==> config.mk <==
export PLATFORM = sky130hd
export DESIGN_NAME = mds_divider
export DESIGN_NICKNAME = d
export VERILOG_FILES = /design/src/mds_divider.sv
export SDC_FILE = /design/constraint.sdc
export NUM_CORES = 1
export LEC_CHECK = 0
export ABC_AREA = 1
export BUFFER_PORTS_ARGS = -buffer_cell sky130_fd_sc_hd__buf_4
export CORE_MARGIN = 3
export CORE_UTILIZATION = 40
export DETAILED_ROUTE_END_ITERATION = 7
export GPL_TIMING_DRIVEN = 0
export PLACE_DENSITY = 0.66
export SLEW_MARGIN = 0
export SYNTH_ARGS = -nofsm -noshare
export SYNTH_HDL_FRONTEND = slang
export SYNTH_SLANG_ARGS = --single-unit
==> constraint.sdc <==
create_clock -name clock -period 16.4 [get_ports clock]
set_input_delay 2.46 -clock clock [delete_from_list [all_inputs] [get_ports clock]]
set_output_delay 2.46 -clock clock [all_outputs]
set_load 0.03 [all_outputs]
==> src/mds_divider.sv <==
// Iterative restoring divider, one quotient bit per cycle.
// Depends on nothing; shared by the three divides of the sequencer.
`default_nettype none
module mds_divider #(
   parameter int W = 64,
   parameter int D = 11
) (
   input  wire logic         clock,
   input  wire logic         reset,
   input  wire logic         start,
   input  wire logic [W-1:0] dividend,
   input  wire logic [D-1:0] divisor,
   output logic              done,
   output logic [W-1:0]      quotient
);
   localparam int CNTW = $clog2(W + 1);

   logic [W-1:0]    quot_ff;
   logic [D-1:0]    rem_ff;
   logic [D-1:0]    div_ff;
   logic [CNTW-1:0] cnt_ff;
   logic            run_ff;
   logic            done_ff;
   logic [D:0]      rem_sh;
   logic            ge;
   logic [D:0]      rem_sub;

   always_comb begin
      rem_sh  = {rem_ff, quot_ff[W-1]};
      ge      = rem_sh >= {1'b0, div_ff};
      rem_sub = rem_sh - {1'b0, div_ff};
   end

   always_ff @(posedge clock) begin
      if (reset) begin
         run_ff  <= 1'b0;
         done_ff <= 1'b0;
         cnt_ff  <= '0;
      end else begin
         done_ff <= 1'b0;
         if (start) begin
            run_ff  <= 1'b1;
            cnt_ff  <= CNTW'(W);
            quot_ff <= dividend;
            div_ff  <= divisor;
            rem_ff  <= '0;
         end else if (run_ff) begin
            rem_ff  <= ge ? rem_sub[D-1:0] : rem_sh[D-1:0];
            quot_ff <= {quot_ff[W-2:0], ge};
            cnt_ff  <= cnt_ff - CNTW'(1);
            if (cnt_ff == CNTW'(1)) begin
               run_ff  <= 1'b0;
               done_ff <= 1'b1;
            end
         end
      end
   end

   assign done     = done_ff;
   assign quotient = quot_ff;
endmodule
`default_nettype wire

==> impl_metrics.csv <==
group,metric,value,unit
run_status,status,"finished, final reports clean",
timing,min_period,3.82,ns
routing,wl_per_cell,14.4,um
clock_network,cts_hold_buf,0,
routing,ant_nets,0,
critical_path,start_kind,"primary input",
place,dp_worst_setup_slack,12.14,ns
floorplanning,rows,39,
synthesis,ys.warnings.count,0,
synthesis,yosysTopAreaCell,"edfxtp_1",
routing,first_pass_iters,5,
routing,drt_wl_total,12.3,mm
floorplanning,die_area,13300,um^2
place,place_congestion,0.866,
power_and_ir_drop,power.total,0.708,mW
synthesis,synthCells,549,
power_and_ir_drop,power.density,110,nW/um^2
timing,relSlewSlack,20.2,%
power_and_ir_drop,p_leak,3.16,nW
timing,hold_viol,0,
floorplanning,start_util,41.4,%
synthesis,synth_area,4780,um^2
timing,skew,0.00538,ns
flow_run,cap_viol_max_count,0,
synthesis,ys_seq_area_share,57.7,%
clock_network,cts_resized,0,
clock_network,cts_made_buffers,9,
finish,seq_area,2760,um^2
place,dp_hpwl,9.38,mm
critical_path,worstPathRequired,16.36,ns
timing,drv_slew,0,
critical_path,crit_chain,"clkbuf_1 -> inv_1 -> nor2_1",
clock_network,cts.sinks,95,
synthesis,yosysTopAreaCellShare,54.0,%
timing,max_freq,0.262,GHz
global_routing,grt_overflow,0,
critical_path,crit_path_end_kind,"flip-flop",
place,dp.cells,836,
finish,stdcell_count,852,
finish,fin_area,6430,um^2
critical_path,path_class,"in -> reg",
critical_path,arrival,3.79,ns
timing,setup_violations,0,
place,placed_cell_area,6100,um^2
routing,post-route-drc-count,0,
power_and_ir_drop,clkPwrFrac,32.8,%
floorplanning,pin_count,143,
timing,grt_setup_unrepaired,"no",
finish,diodes,0,
finish,nets,796,
clock_network,clk_path_buf_depth,2,
clock_network,htreeDepth,3,
global_routing,grt_util_all_layers,19.1,%
timing,setup_slack,12.58,ns
worst_hold_path,min_path_type,"reg -> reg",
finish,fill_cells,1075,
finish,drive_above_1_share,25.8,%
floorplanning,core,11600,um^2
power_and_ir_drop,pwr-share-comb,23.9,%
floorplanning,die_x,115,um
global_routing,antenna_found_initial,0,
routing,vias,4066,
power_and_ir_drop,p_switching,0.213,mW
clock_network,cts_root_buf,"clkbuf_16",
place,io_buffers,141,
synthesis,ys_ff_latch,95,
critical_path,crit_path_max_incr_delay,0.92,ns
timing,worst_pin_slew,1.19,ns
finish,final_util,55.6,%
routing,via_per_inst,4.77,
power_and_ir_drop,internal-power,0.496,mW
power_and_ir_drop,netSwitchingFraction,30.0,%
global_routing,grt_pass1_vias,4107,
synthesis,syn_area_per_cell,8.72,um^2
power_and_ir_drop,max-vdd-ir-drop,0.0635,mV
routing,drt_iter0_markers,179,
clock_network,clk_latency,0.35,ns
critical_path,crit_fanout,12,
power_and_ir_drop,p_seq_share,43.3,%
clock_network,cts_tree,"built",
timing,fin_crit_sh,23.3,%
timing,timing.hold.ws,0.474,ns
critical_path,slowest_stage,"nor2_1",
floorplanning,die_y,115,um
synthesis,synth_area_leaders,"edfxtp_1 54%, nand2_1 21%, inv_1 4.6%",
synthesis,ys_types,27,
clock_network,post-cts-setup-buffers,0,
synthesis,syn-num-nets,641,
clock_network,clk_pin_slew,0.07,ns
finish,multiInputGateArea,1710,um^2
global_routing,grt_start_max_net_pins,26,
timing,fin_tns_setup,0,ns
finish,area_delta_synth_final,34.5,%
global_routing,grt_pass1_wl,19.6,mm
==> power groups by stage <==
stage	clock (mW)	combinational [mW]	sequential, mW
final	0.232	0.170	0.306
after global routing	0.247	0.188	0.309
after CTS	0.238	0.171	0.306
after detailed placement	0	0.171	0.311
after global placement	0	0.163	0.316
after floorplan	0	0.0812	0.340
==> final cells by class <==
| type | count | share of cell area, % |
|---|---|---|
| Buffer | 20 | 1.57 |
| Timing Repair Buffer | 144 | 17.5 |
| Tap cell | 143 | 2.78 |
| Multi-Input combinational cell | 375 | 26.6 |
| Clock inverter | 5 | 0.914 |
| Sequential cell | 95 | 42.9 |
| Clock buffer | 11 | 4.28 |
| Inverter | 59 | 3.44 |
==> per-layer routing <==
metal  routed length (um)  up-vias  track usage, %
met5                    0        -               0
met2                 6210      135            32.5
met4                  196        0            7.04
met3                 1070       14            7.58
met1                 4830     1854            21.7
li1                     -     2063               -
==> cell usage after synthesis <==
cell type and number:
buf_4 2, nand3_2 4, inv_1 59, xnor2_1 1, nor3b_1 1, nand4_1 12, xor2_1 2, dfxtp_1 9
buf_6 2, nor2_2 7, buf_2 3, nand3_1 11, nor3_4 1, clkbuf_1 13, a211oi_1 1, nor2_1 38
nand2_2 1, nand4_2 1, a21oi_1 8, nor3_1 6, o21ai_0 2, ha_1 13, o21a_1 1, nand2_1 263
edfxtp_1 86, o21ai_2 1, fa_1 1
==> kinds of logic (layout without fill, tap and decap cells) <==
kind of cell             Yosys count  in the layout  share of synthesized area (%)
AO/OA/AOI/OAI                     13             13                           1.54
XOR/XNOR                           3              3                          0.549
buffers and inverters             79            239                           6.75
flip-flops                        95             95                           57.7
adder cells (fa/ha/maj)           14             14                           3.82
AND/OR/NAND/NOR                  345            345                           29.6
==> worst max-delay path: cells and delay by family <==
kind | cells | cell delay [ns]
simple gates | 1 | 0.92
buf+inv | 2 | 0.39
==> worst paths after layout <==
path	to	slack, ns	depth (start not counted)	from
setup / recovery	div_ff[7]	12.58	3	start
hold / removal	cnt_ff[6]	0.47	2	cnt_ff[6]
setup reg to reg	rem_ff[2]	14.16	12	quotient[63]
hold reg to reg	cnt_ff[6]	0.47	2	cnt_ff[6]
==> placed cells by master (no fill, tap or decap), drive strengths merged <==
master / n
xor2: 2
nand2: 264
nand3: 15
inv: 60
xnor2: 1
clkinv: 1
o21ai: 3
clkbuf: 24
bufinv: 1
a211oi: 1
buf: 151
ha: 13
a21oi: 8
o21a: 1
nor3b: 1
nand4: 13
nor3: 7
clkinvlp: 2
dfxtp: 9
nor2: 45
fa: 1
edfxtp: 86
==> sequential cells by signal (all words and copies together), names as in the netlist <==
name      count
done          1
cnt_ff        7
run_ff        1
div_ff       11
quotient     64
rem_ff       11
Power figures use the tool's default switching activity.
