$ cat src/mds_sqrt.sv
// Iterative floor square root, one root bit per cycle.
// Depends on nothing; the top level hands it the mean squared deviation.
`default_nettype none
module mds_sqrt #(
   parameter int RW = 25
) (
   input  wire logic            clock,
   input  wire logic            reset,
   input  wire logic            start,
   input  wire logic [2*RW-1:0] radicand,
   output logic                 done,
   output logic [RW-1:0]        root
);
   localparam int CNTW = $clog2(RW + 1);

   logic [2*RW-1:0] rad_ff;
   logic [RW-1:0]   root_ff;
   logic [RW:0]     rem_ff;
   logic [CNTW-1:0] cnt_ff;
   logic            run_ff;
   logic            done_ff;
   logic [RW+2:0]   rem_sh;
   logic [RW+2:0]   trial;
   logic            ge;
   logic [RW+2:0]   rem_sub;

   always_comb begin
      rem_sh  = {rem_ff, rad_ff[2*RW-1:2*RW-2]};
      trial   = {1'b0, root_ff, 2'b01};
      ge      = rem_sh >= trial;
      rem_sub = rem_sh - trial;
   end

   always_ff @(posedge clock) begin
      if (reset) begin
         run_ff  <= 1'b0;
         done_ff <= 1'b0;
         cnt_ff  <= '0;
      end else begin
         done_ff <= 1'b0;
         if (start) begin
            run_ff  <= 1'b1;
            cnt_ff  <= CNTW'(RW);
            rad_ff  <= radicand;
            root_ff <= '0;
            rem_ff  <= '0;
         end else if (run_ff) begin
            rem_ff  <= ge ? rem_sub[RW:0] : rem_sh[RW:0];
            root_ff <= {root_ff[RW-2:0], ge};
            rad_ff  <= {rad_ff[2*RW-3:0], 2'b00};
            cnt_ff  <= cnt_ff - CNTW'(1);
            if (cnt_ff == CNTW'(1)) begin
               run_ff  <= 1'b0;
               done_ff <= 1'b1;
            end
         end
      end
   end

   assign done = done_ff;
   assign root = root_ff;
endmodule
`default_nettype wire

$ cat config.mk
export PLATFORM = sky130hd
export DESIGN_NAME = mds_sqrt
export DESIGN_NICKNAME = d
export VERILOG_FILES = /design/src/mds_sqrt.sv
export SDC_FILE = /design/constraint.sdc
export NUM_CORES = 1
export LEC_CHECK = 0
export ABC_AREA = 1
export BUFFER_PORTS_ARGS = -buffer_cell sky130_fd_sc_hd__buf_2
export CORE_ASPECT_RATIO = 1.25
export CORE_MARGIN = 2
export CORE_UTILIZATION = 59
export CTS_CLUSTER_DIAMETER = 60
export CTS_CLUSTER_SIZE = 16
export DETAILED_ROUTE_END_ITERATION = 10
export GPL_TIMING_DRIVEN = 0
export HOLD_SLACK_MARGIN = 0.03
export PLACE_DENSITY_LB_ADDON = 0.25
export SYNTH_ARGS = -nofsm -noshare
export SYNTH_HDL_FRONTEND = slang
export SYNTH_SLANG_ARGS = --single-unit
$ cat constraint.sdc
create_clock -name clock -period 6.84 [get_ports clock]
set_input_delay 0.684 -clock clock [delete_from_list [all_inputs] [get_ports clock]]
set_output_delay 0.684 -clock clock [all_outputs]
set_load 0.05 [all_outputs]
==> out/qor.yml, run 1 <==
run_status:
  run_status: "complete, no violations"
power:
  fin_total_pwr_mw: 1.811
  internal-power_mw: 1.211
  power.leakage_nw: 3.863
  cellPowerDensity_mw_per_mm2: 240.1
  reg_power_share_pct: 44.8
  max-vdd-ir-drop_v: 0.0001342
  power_frac_clock_pct: 28.3
  p_sw_share_pct: 33.13
  p_sw_uw: 600.2
  power.combinational.fraction_pct: 27.0
global_routing:
  grt_first_pass_wirelength_um: 23870
  grt_pass1_vias: 5418
  grt_start_max_net_pins: 31
  global_route.usage.total_pct: 24.89
  initial_antenna_violation_count: 0
  grt-ovfl-total: 0
clock_tree:
  path_clk_slew_ns: 0.07
  clk-insertion-delay-late_ns: 0.35
  cts-buffers-inserted: 9
  cts_repair_resize_count: 0
  htree_levels: 3
  clk_root_buffer_cell: "clkbuf_16"
  cts_hold_buffers: 0
  cts_max_path_buffers: 2
  numClockSinks: 108
  tritoncts: "yes"
  post-cts-setup-buffer-count: 0
die:
  std_cell_rows: 43
  die_h_um: 122.4
  fp.dieW_um: 98.71
  starting_density_pct: 59.98
  area_of_the_core_mm2: 0.01103
  ios: 79
  dieArea_mm2: 0.01208
synthesis:
  syn_avg_cell_area_um2: 7.665
  synth_sequential_area_ratio_pct: 47.97
  syn_area_mm2: 0.006615
  netlist-cell-type-count: 35
  yosys_warnings: 0
  netlist_instances: 863
  ys_seq_elements: 108
  synth_nets: 945
worst_setup_path:
  rrSetupSlack_ns: 4.51
  worst-r2r-cell-count: 13
  rr_startpoint: "rem_ff[19]"
  worst_ep_required_time_ns: 6.95
  critPathKind: "reg2reg"
  timing.critical_path.arrival_ns: 2.44
  worstSetupStartpointType: "flop"
  crit_path_end_kind: "flop"
  worst-path-max-fanout: 10
  crit-reg2reg-capture: "rem_ff[21]"
cells_and_area:
  diodes: 0
  final_layout_size_suffix_gt1_share_pct: 14.17
  utilization_pct: 68.39
  ff_latch_area_mm2: 0.003173
  area_growth_pct: 14.03
  fillers: 936
  postLayoutCellArea_mm2: 0.007543
  fin_nets: 1037
  multi_input_comb_area_mm2: 0.002811
run:
  cap_viol_max_count: 0
route:
  routed_wire_length_per_instance_um: 13.02
  detailroute.via_count: 5454
  vias_per_cell: 4.981
  route.antenna.remaining_nets: 0
  wl_um: 14260
  iteration_0_drc_markers: 282
  drt-pass1-iter-count: 5
  drc: 0
placed_design:
  place_ws_ns: 4.262
  place_hpwl_um: 10920
  dpl_cell_area_mm2: 0.007253
  io_buf_count: 78
  routability_cong: 0.9859
timing:
  layout_setup_ws_ns: 4.513
  setup_violations: 0
  fmax_mhz: 429.7
  worst_slew_slack_as_a_fraction_of_its_limit_pct: 34.88
  max_slew.worst_pin.slew_ns: 0.9746
  setup_total_negative_slack_ns: 0
  timing.final.crit_period_ns: 2.327
  finClkSkew_ns: 0.007891
  period_share_pct: 34.02
  rsz0062_at_grt: "no"
  final_hold_fails: 0
  report.final.slew_viol_count: 0
min_path:
  hold_path_class: "reg2reg"
  worstHoldStart: "cnt_ff[4]"
  min_delay_worst_endpoint: "cnt_ff[4]"
  hold_path_depth: 2
power by group through the flow:
stage          clock network (mW)  registers [mW]  logic, mW
6_report                    0.512           0.811      0.488
3_3_place_gp                    0           0.834      0.469
4_1_cts                     0.518           0.811      0.488
2_1_floorplan                   0           0.858      0.336
3_5_place_dp                    0           0.825      0.485
5_1_grt                     0.539           0.817      0.554
layout by cell type, fill, tap and decap left out, types with 8 or more instances in the layout:
cell	instances
a21oi_1	15
buf_2	79
clkbuf_1	15
clkbuf_16	9
edfxtp_1	101
ha_1	29
inv_1	130
inv_2	8
nand2_1	345
nand3_1	29
nor2_1	98
nor2_2	12
o21ai_1	21
xor2_1	11
metrics by stage:
stage | instances | hold slack [ns]
detailed placement | 1079 | 0.4797
global route | 1095 | 0.5192
finish | 1095 | 0.4869
CTS | 1095 | 0.4921
floorplan | 863 | 0.4410
global placement | 1076 | 0.4581
metal layers:
| layer | vias to the layer above | part of all wire (%) | global-route usage [%] | wire length, um |
|---|---|---|---|---|
| met5 | - | 0 | 0 | 0 |
| met4 | 0 | 3.4 | 11.13 | 481 |
| met3 | 31 | 5.3 | 3.929 | 755 |
| met2 | 148 | 50 | 45.41 | 7193 |
| met1 | 2410 | 41 | 28.82 | 5826 |
| li1 | 2865 | - | - | - |
registers in the layout, indices dropped and copies added, names as in the netlist:
signal  flops
rad_ff     50
rem_ff     26
root       25
cnt_ff      5
done        1
run_ff      1
cell type report:
cell class	count	area share (%)
clock buffer	10	3.035
multi-input combinational	596	37.27
buffer	20	1.526
sequential	108	42.06
inverter	139	6.983
clock inverter	6	0.8127
timing repair buffer	81	6.071
tap	135	2.239
cells in the mapped netlist, drive strengths merged:
| cell type | n | area share, % |
|---|---|---|
| inv | 139 | 8.0 |
| and2 | 2 | 0.23 |
| ha | 29 | 5.5 |
| nand2 | 352 | 20 |
| edfxtp | 101 | 46 |
| a211oi | 1 | 0.11 |
| nand3 | 31 | 2.7 |
| xnor2 | 2 | 0.26 |
| dfxtp | 7 | 2.1 |
| clkbuf | 14 | 0.79 |
| a21oi | 17 | 1.3 |
| a31oi | 2 | 0.19 |
| nor2 | 112 | 7.0 |
| nand3b | 1 | 0.11 |
| nand4 | 5 | 0.47 |
| a21o | 1 | 0.11 |
| buf | 6 | 0.95 |
| nor3 | 3 | 0.23 |
| o21ai | 25 | 1.9 |
| o41ai | 1 | 0.13 |
| xor2 | 11 | 1.5 |
| or2 | 1 | 0.095 |
cell families (layout without fill, tap and decap cells):
group	count (synthesis)	in the layout	synth area share (%)
adders and majority gates	29	29	5.485
buffers and inverters	159	256	9.703
xor gates and xnor gates	13	13	1.721
DFF	108	108	47.97
and+or+nand+nor	507	507	31.34
AOI/OAI and AO/OA	47	47	3.783
worst max path at each step:
stage,startpoint,to,cells past startpoint
after floorplan,start,run_ff,4
after CTS,rem_ff[19],rem_ff[21],13
after detailed placement,start,rem_ff[10],5
final,rem_ff[19],rem_ff[21],13
after global placement,start,run_ff,5
after global routing,rem_ff[19],rem_ff[21],13
worst max-delay path: stages (launching register included):
cell      delay, ns
edfxtp_1       0.46
ha_1           0.42
nand2_1        0.15
nor2_2         0.20
nand2_1        0.07
nor2_1         0.09
nand2_1        0.07
nand2_2        0.08
nor2_4         0.05
nand2_8        0.10
buf_6          0.16
nand3_1        0.11
nand2_1        0.09
inv_1          0.04
Power figures use the tool's default switching activity.
==> run 2, diff against run 1 <==
- CORE_UTILIZATION: 59 -> 53
- clock period: 6.84 -> 2 ns (I/O delays scaled with it)
==> out/qor.yml, run 2 (synthesis results as in run 1) <==
worst_setup_path:
  crit_path_end_kind: "flop"
  timing.critical_path.arrival_ns: 2.27  # -0.17 ns
  worst_ep_required_time_ns: 2.11  # -4.84 ns
  setup.worst_path.start: "rem_ff[19]"
  worstSetupStartpointType: "flop"
  worst-path-max-fanout: 9  # -1
  crit_chain: "ha_4 > nand2_4 > nor2_4 > nand2_1 > nor2_2 > nand2_1 > nand2_2 > nor2_4 > nand2_8 > inv_8 > clkbuf_16 > nor2_2 > nor2_1"
  critical_path.top_delay_family: "simple AND/OR/NAND/NOR gates"
  rr_startpoint: "rem_ff[19]"
  max_stage_delay_ns: 0.46  # about the same
  critPathKind: "reg2reg"
  timing.critical_path.slowest_stage_cell: "edfxtp_1"
  critPathBufInv: 2  # unchanged
power:
  cellPowerDensity_mw_per_mm2: 803.3  # +230%
  power.leakage_nw: 4.240  # +9.8%
  fin_total_pwr_mw: 6.954  # +280%
  max-vdd-ir-drop_v: 0.0005066  # +280%
global_routing:
  grt_pass1_vias: 5742  # +6.0%
  grt-ovfl-total: 0  # unchanged
  grt_first_pass_wirelength_um: 26210  # +9.8%
  grt_start_max_net_pins: 29  # -6.5%
  initial_antenna_violation_count: 0  # unchanged
  global_route.usage.total_pct: 24.51  # -0.38 points
clock_tree:
  htree_levels: 3  # unchanged
  numClockSinks: 108  # unchanged
  clk-insertion-delay-late_ns: 0.35  # about the same
  tritoncts: "yes"
  clk_root_buffer_cell: "clkbuf_16"
  cts-buffers-inserted: 9  # unchanged
  cts_max_path_buffers: 2  # unchanged
  path_clk_slew_ns: 0.08  # about the same
cells_and_area:
  largest_register_ff_count: 50  # unchanged
  area_growth_pct: 30.87
  diodes: 0  # unchanged
  registers.top_by_ff_count: "rad_ff"
  ff_latch_area_mm2: 0.003174  # about the same
  multi_input_comb_area_mm2: 0.003377  # +20%
  final_cell_mix: "320 x nand2_1, 101 x edfxtp_1, 100 x inv_1"
  postLayoutCellArea_mm2: 0.008657  # +15%
  final_layout_size_suffix_gt1_share_pct: 29.46  # +15 points
  fillers: 977  # +4.4%
  fin_nets: 1092  # +5.3%
  mostFrequentLayoutCell: "nand2_1"
  finish.cell_count_without_fillers: 1179  # +7.7%
placed_design:
  io_buf_count: 78  # unchanged
  place_hpwl_um: 11310  # +3.5%
  placed_cells: 1109  # +2.8%
  routability_cong: 0.9663  # -2.0%
  place_ws_ns: -0.1458  # -4.408 ns
  dpl_cell_area_mm2: 0.007712  # +6.3%
die:
  area_of_the_core_mm2: 0.01216  # +10%
  ios: 79  # unchanged
  starting_density_pct: 54.39  # -5.6 points
  die_h_um: 128.9  # +5.3%
  std_cell_rows: 45  # +4.7%
  dieArea_mm2: 0.01340  # +11%
  fp.dieW_um: 103.9  # +5.3%
timing:
  final_hold_fails: 0  # unchanged
  fmax_mhz: 464.1  # +8.0%
  max_slew.worst_pin.slew_ns: 0.7066  # -0.2680 ns
  period_share_pct: 107.7  # +74 points
  finClkSkew_ns: 0.009923  # +0.002032 ns
  report.final.slew_viol_count: 0  # unchanged
  worst_hold_slack_ns: 0.1120  # -0.3749 ns
  setup_violations: 26  # +26
  layout_setup_ws_ns: -0.1546  # -4.668 ns
  worst_slew_slack_as_a_fraction_of_its_limit_pct: 52.89  # +18 points
  timing.final.crit_period_ns: 2.155  # -0.1723 ns
  rsz0062_at_grt: "yes"
route:
  drc: 1  # +1
  routed_wire_length_per_instance_um: 13.89  # +6.7%
  iteration_0_drc_markers: 261  # -7.4%
  wl_um: 16370  # +15%
  route.antenna.remaining_nets: 0  # unchanged
  detailroute.via_count: 5881  # +7.8%
  vias_per_cell: 4.988  # +0.15%
  drt-pass1-iter-count: 8  # +3
run_status:
  run_status: "finished with violations"
  violations: "design-rule violations, negative setup slack"
min_path:
  hold_path_class: "in2reg"
  worstHoldStart: "radicand[32]"
run:
  cap_viol_max_count: 0  # unchanged
==> run 2: power by group <==
group,switching [mW],internal [mW],total [mW]
Clock,0.892,1.02,1.91
Combinational,1.32,0.925,2.24
Sequential,0.100,2.70,2.80
==> run 2: path summary, 6_finish.rpt <==
kind | endpoint | slack [ns] | cells past startpoint
max | rem_ff[4] | -0.15 | 13
max reg2reg | rem_ff[4] | -0.15 | 13
min reg2reg | cnt_ff[4] | 0.49 | 2
min | rad_ff[32] | 0.11 | 3
==> run 2: layer usage <==
layer	share of wire [%]	track usage, %	vias up
li1	-	-	2984
met1	41	28.84	2683
met2	51	45.28	182
met3	4.6	3.495	32
met4	2.8	9.777	0
met5	0	0	-
==> run 2: worst reg2reg max path, stage by stage (launching register included) <==
cell and delay (ns):
edfxtp_1 0.46, ha_4 0.33, nand2_4 0.06, nor2_4 0.16, nand2_1 0.10, nor2_2 0.10
nand2_1 0.07, nand2_2 0.08, nor2_4 0.05, nand2_8 0.13, inv_8 0.08, clkbuf_16 0.16
nor2_2 0.08, nor2_1 0.05
==> run 2: final cells by class <==
cell class              count  share of cell area (%)
clock inverters             4                  0.4191
clock buffers              12                   3.223
repair buffers            134                   10.68
inverters                 139                   6.114
multi-input cells         598                   39.01
flip-flops and latches    108                   36.67
plain buffers              20                   1.518
well taps                 164                   2.370
==> run 2: metrics by stage <==
step	TNS, ns	utilization, %
CTS	-1.310	68.71
global placement	-136.96	62.57
floorplan	-59.79	-
detailed placement	-3.579	63.42
global route	-5.351	71.18
finish	-2.519	71.18
==> run 2: what timing repair did <==
action,CTS,global route
pin swaps,12,15
gates cloned,3,1
hold buffers,0,0
endpoints found under the setup margin,48,27
resized for setup,23,33
hold endpoints to repair,0,0
buffers inserted,27,23
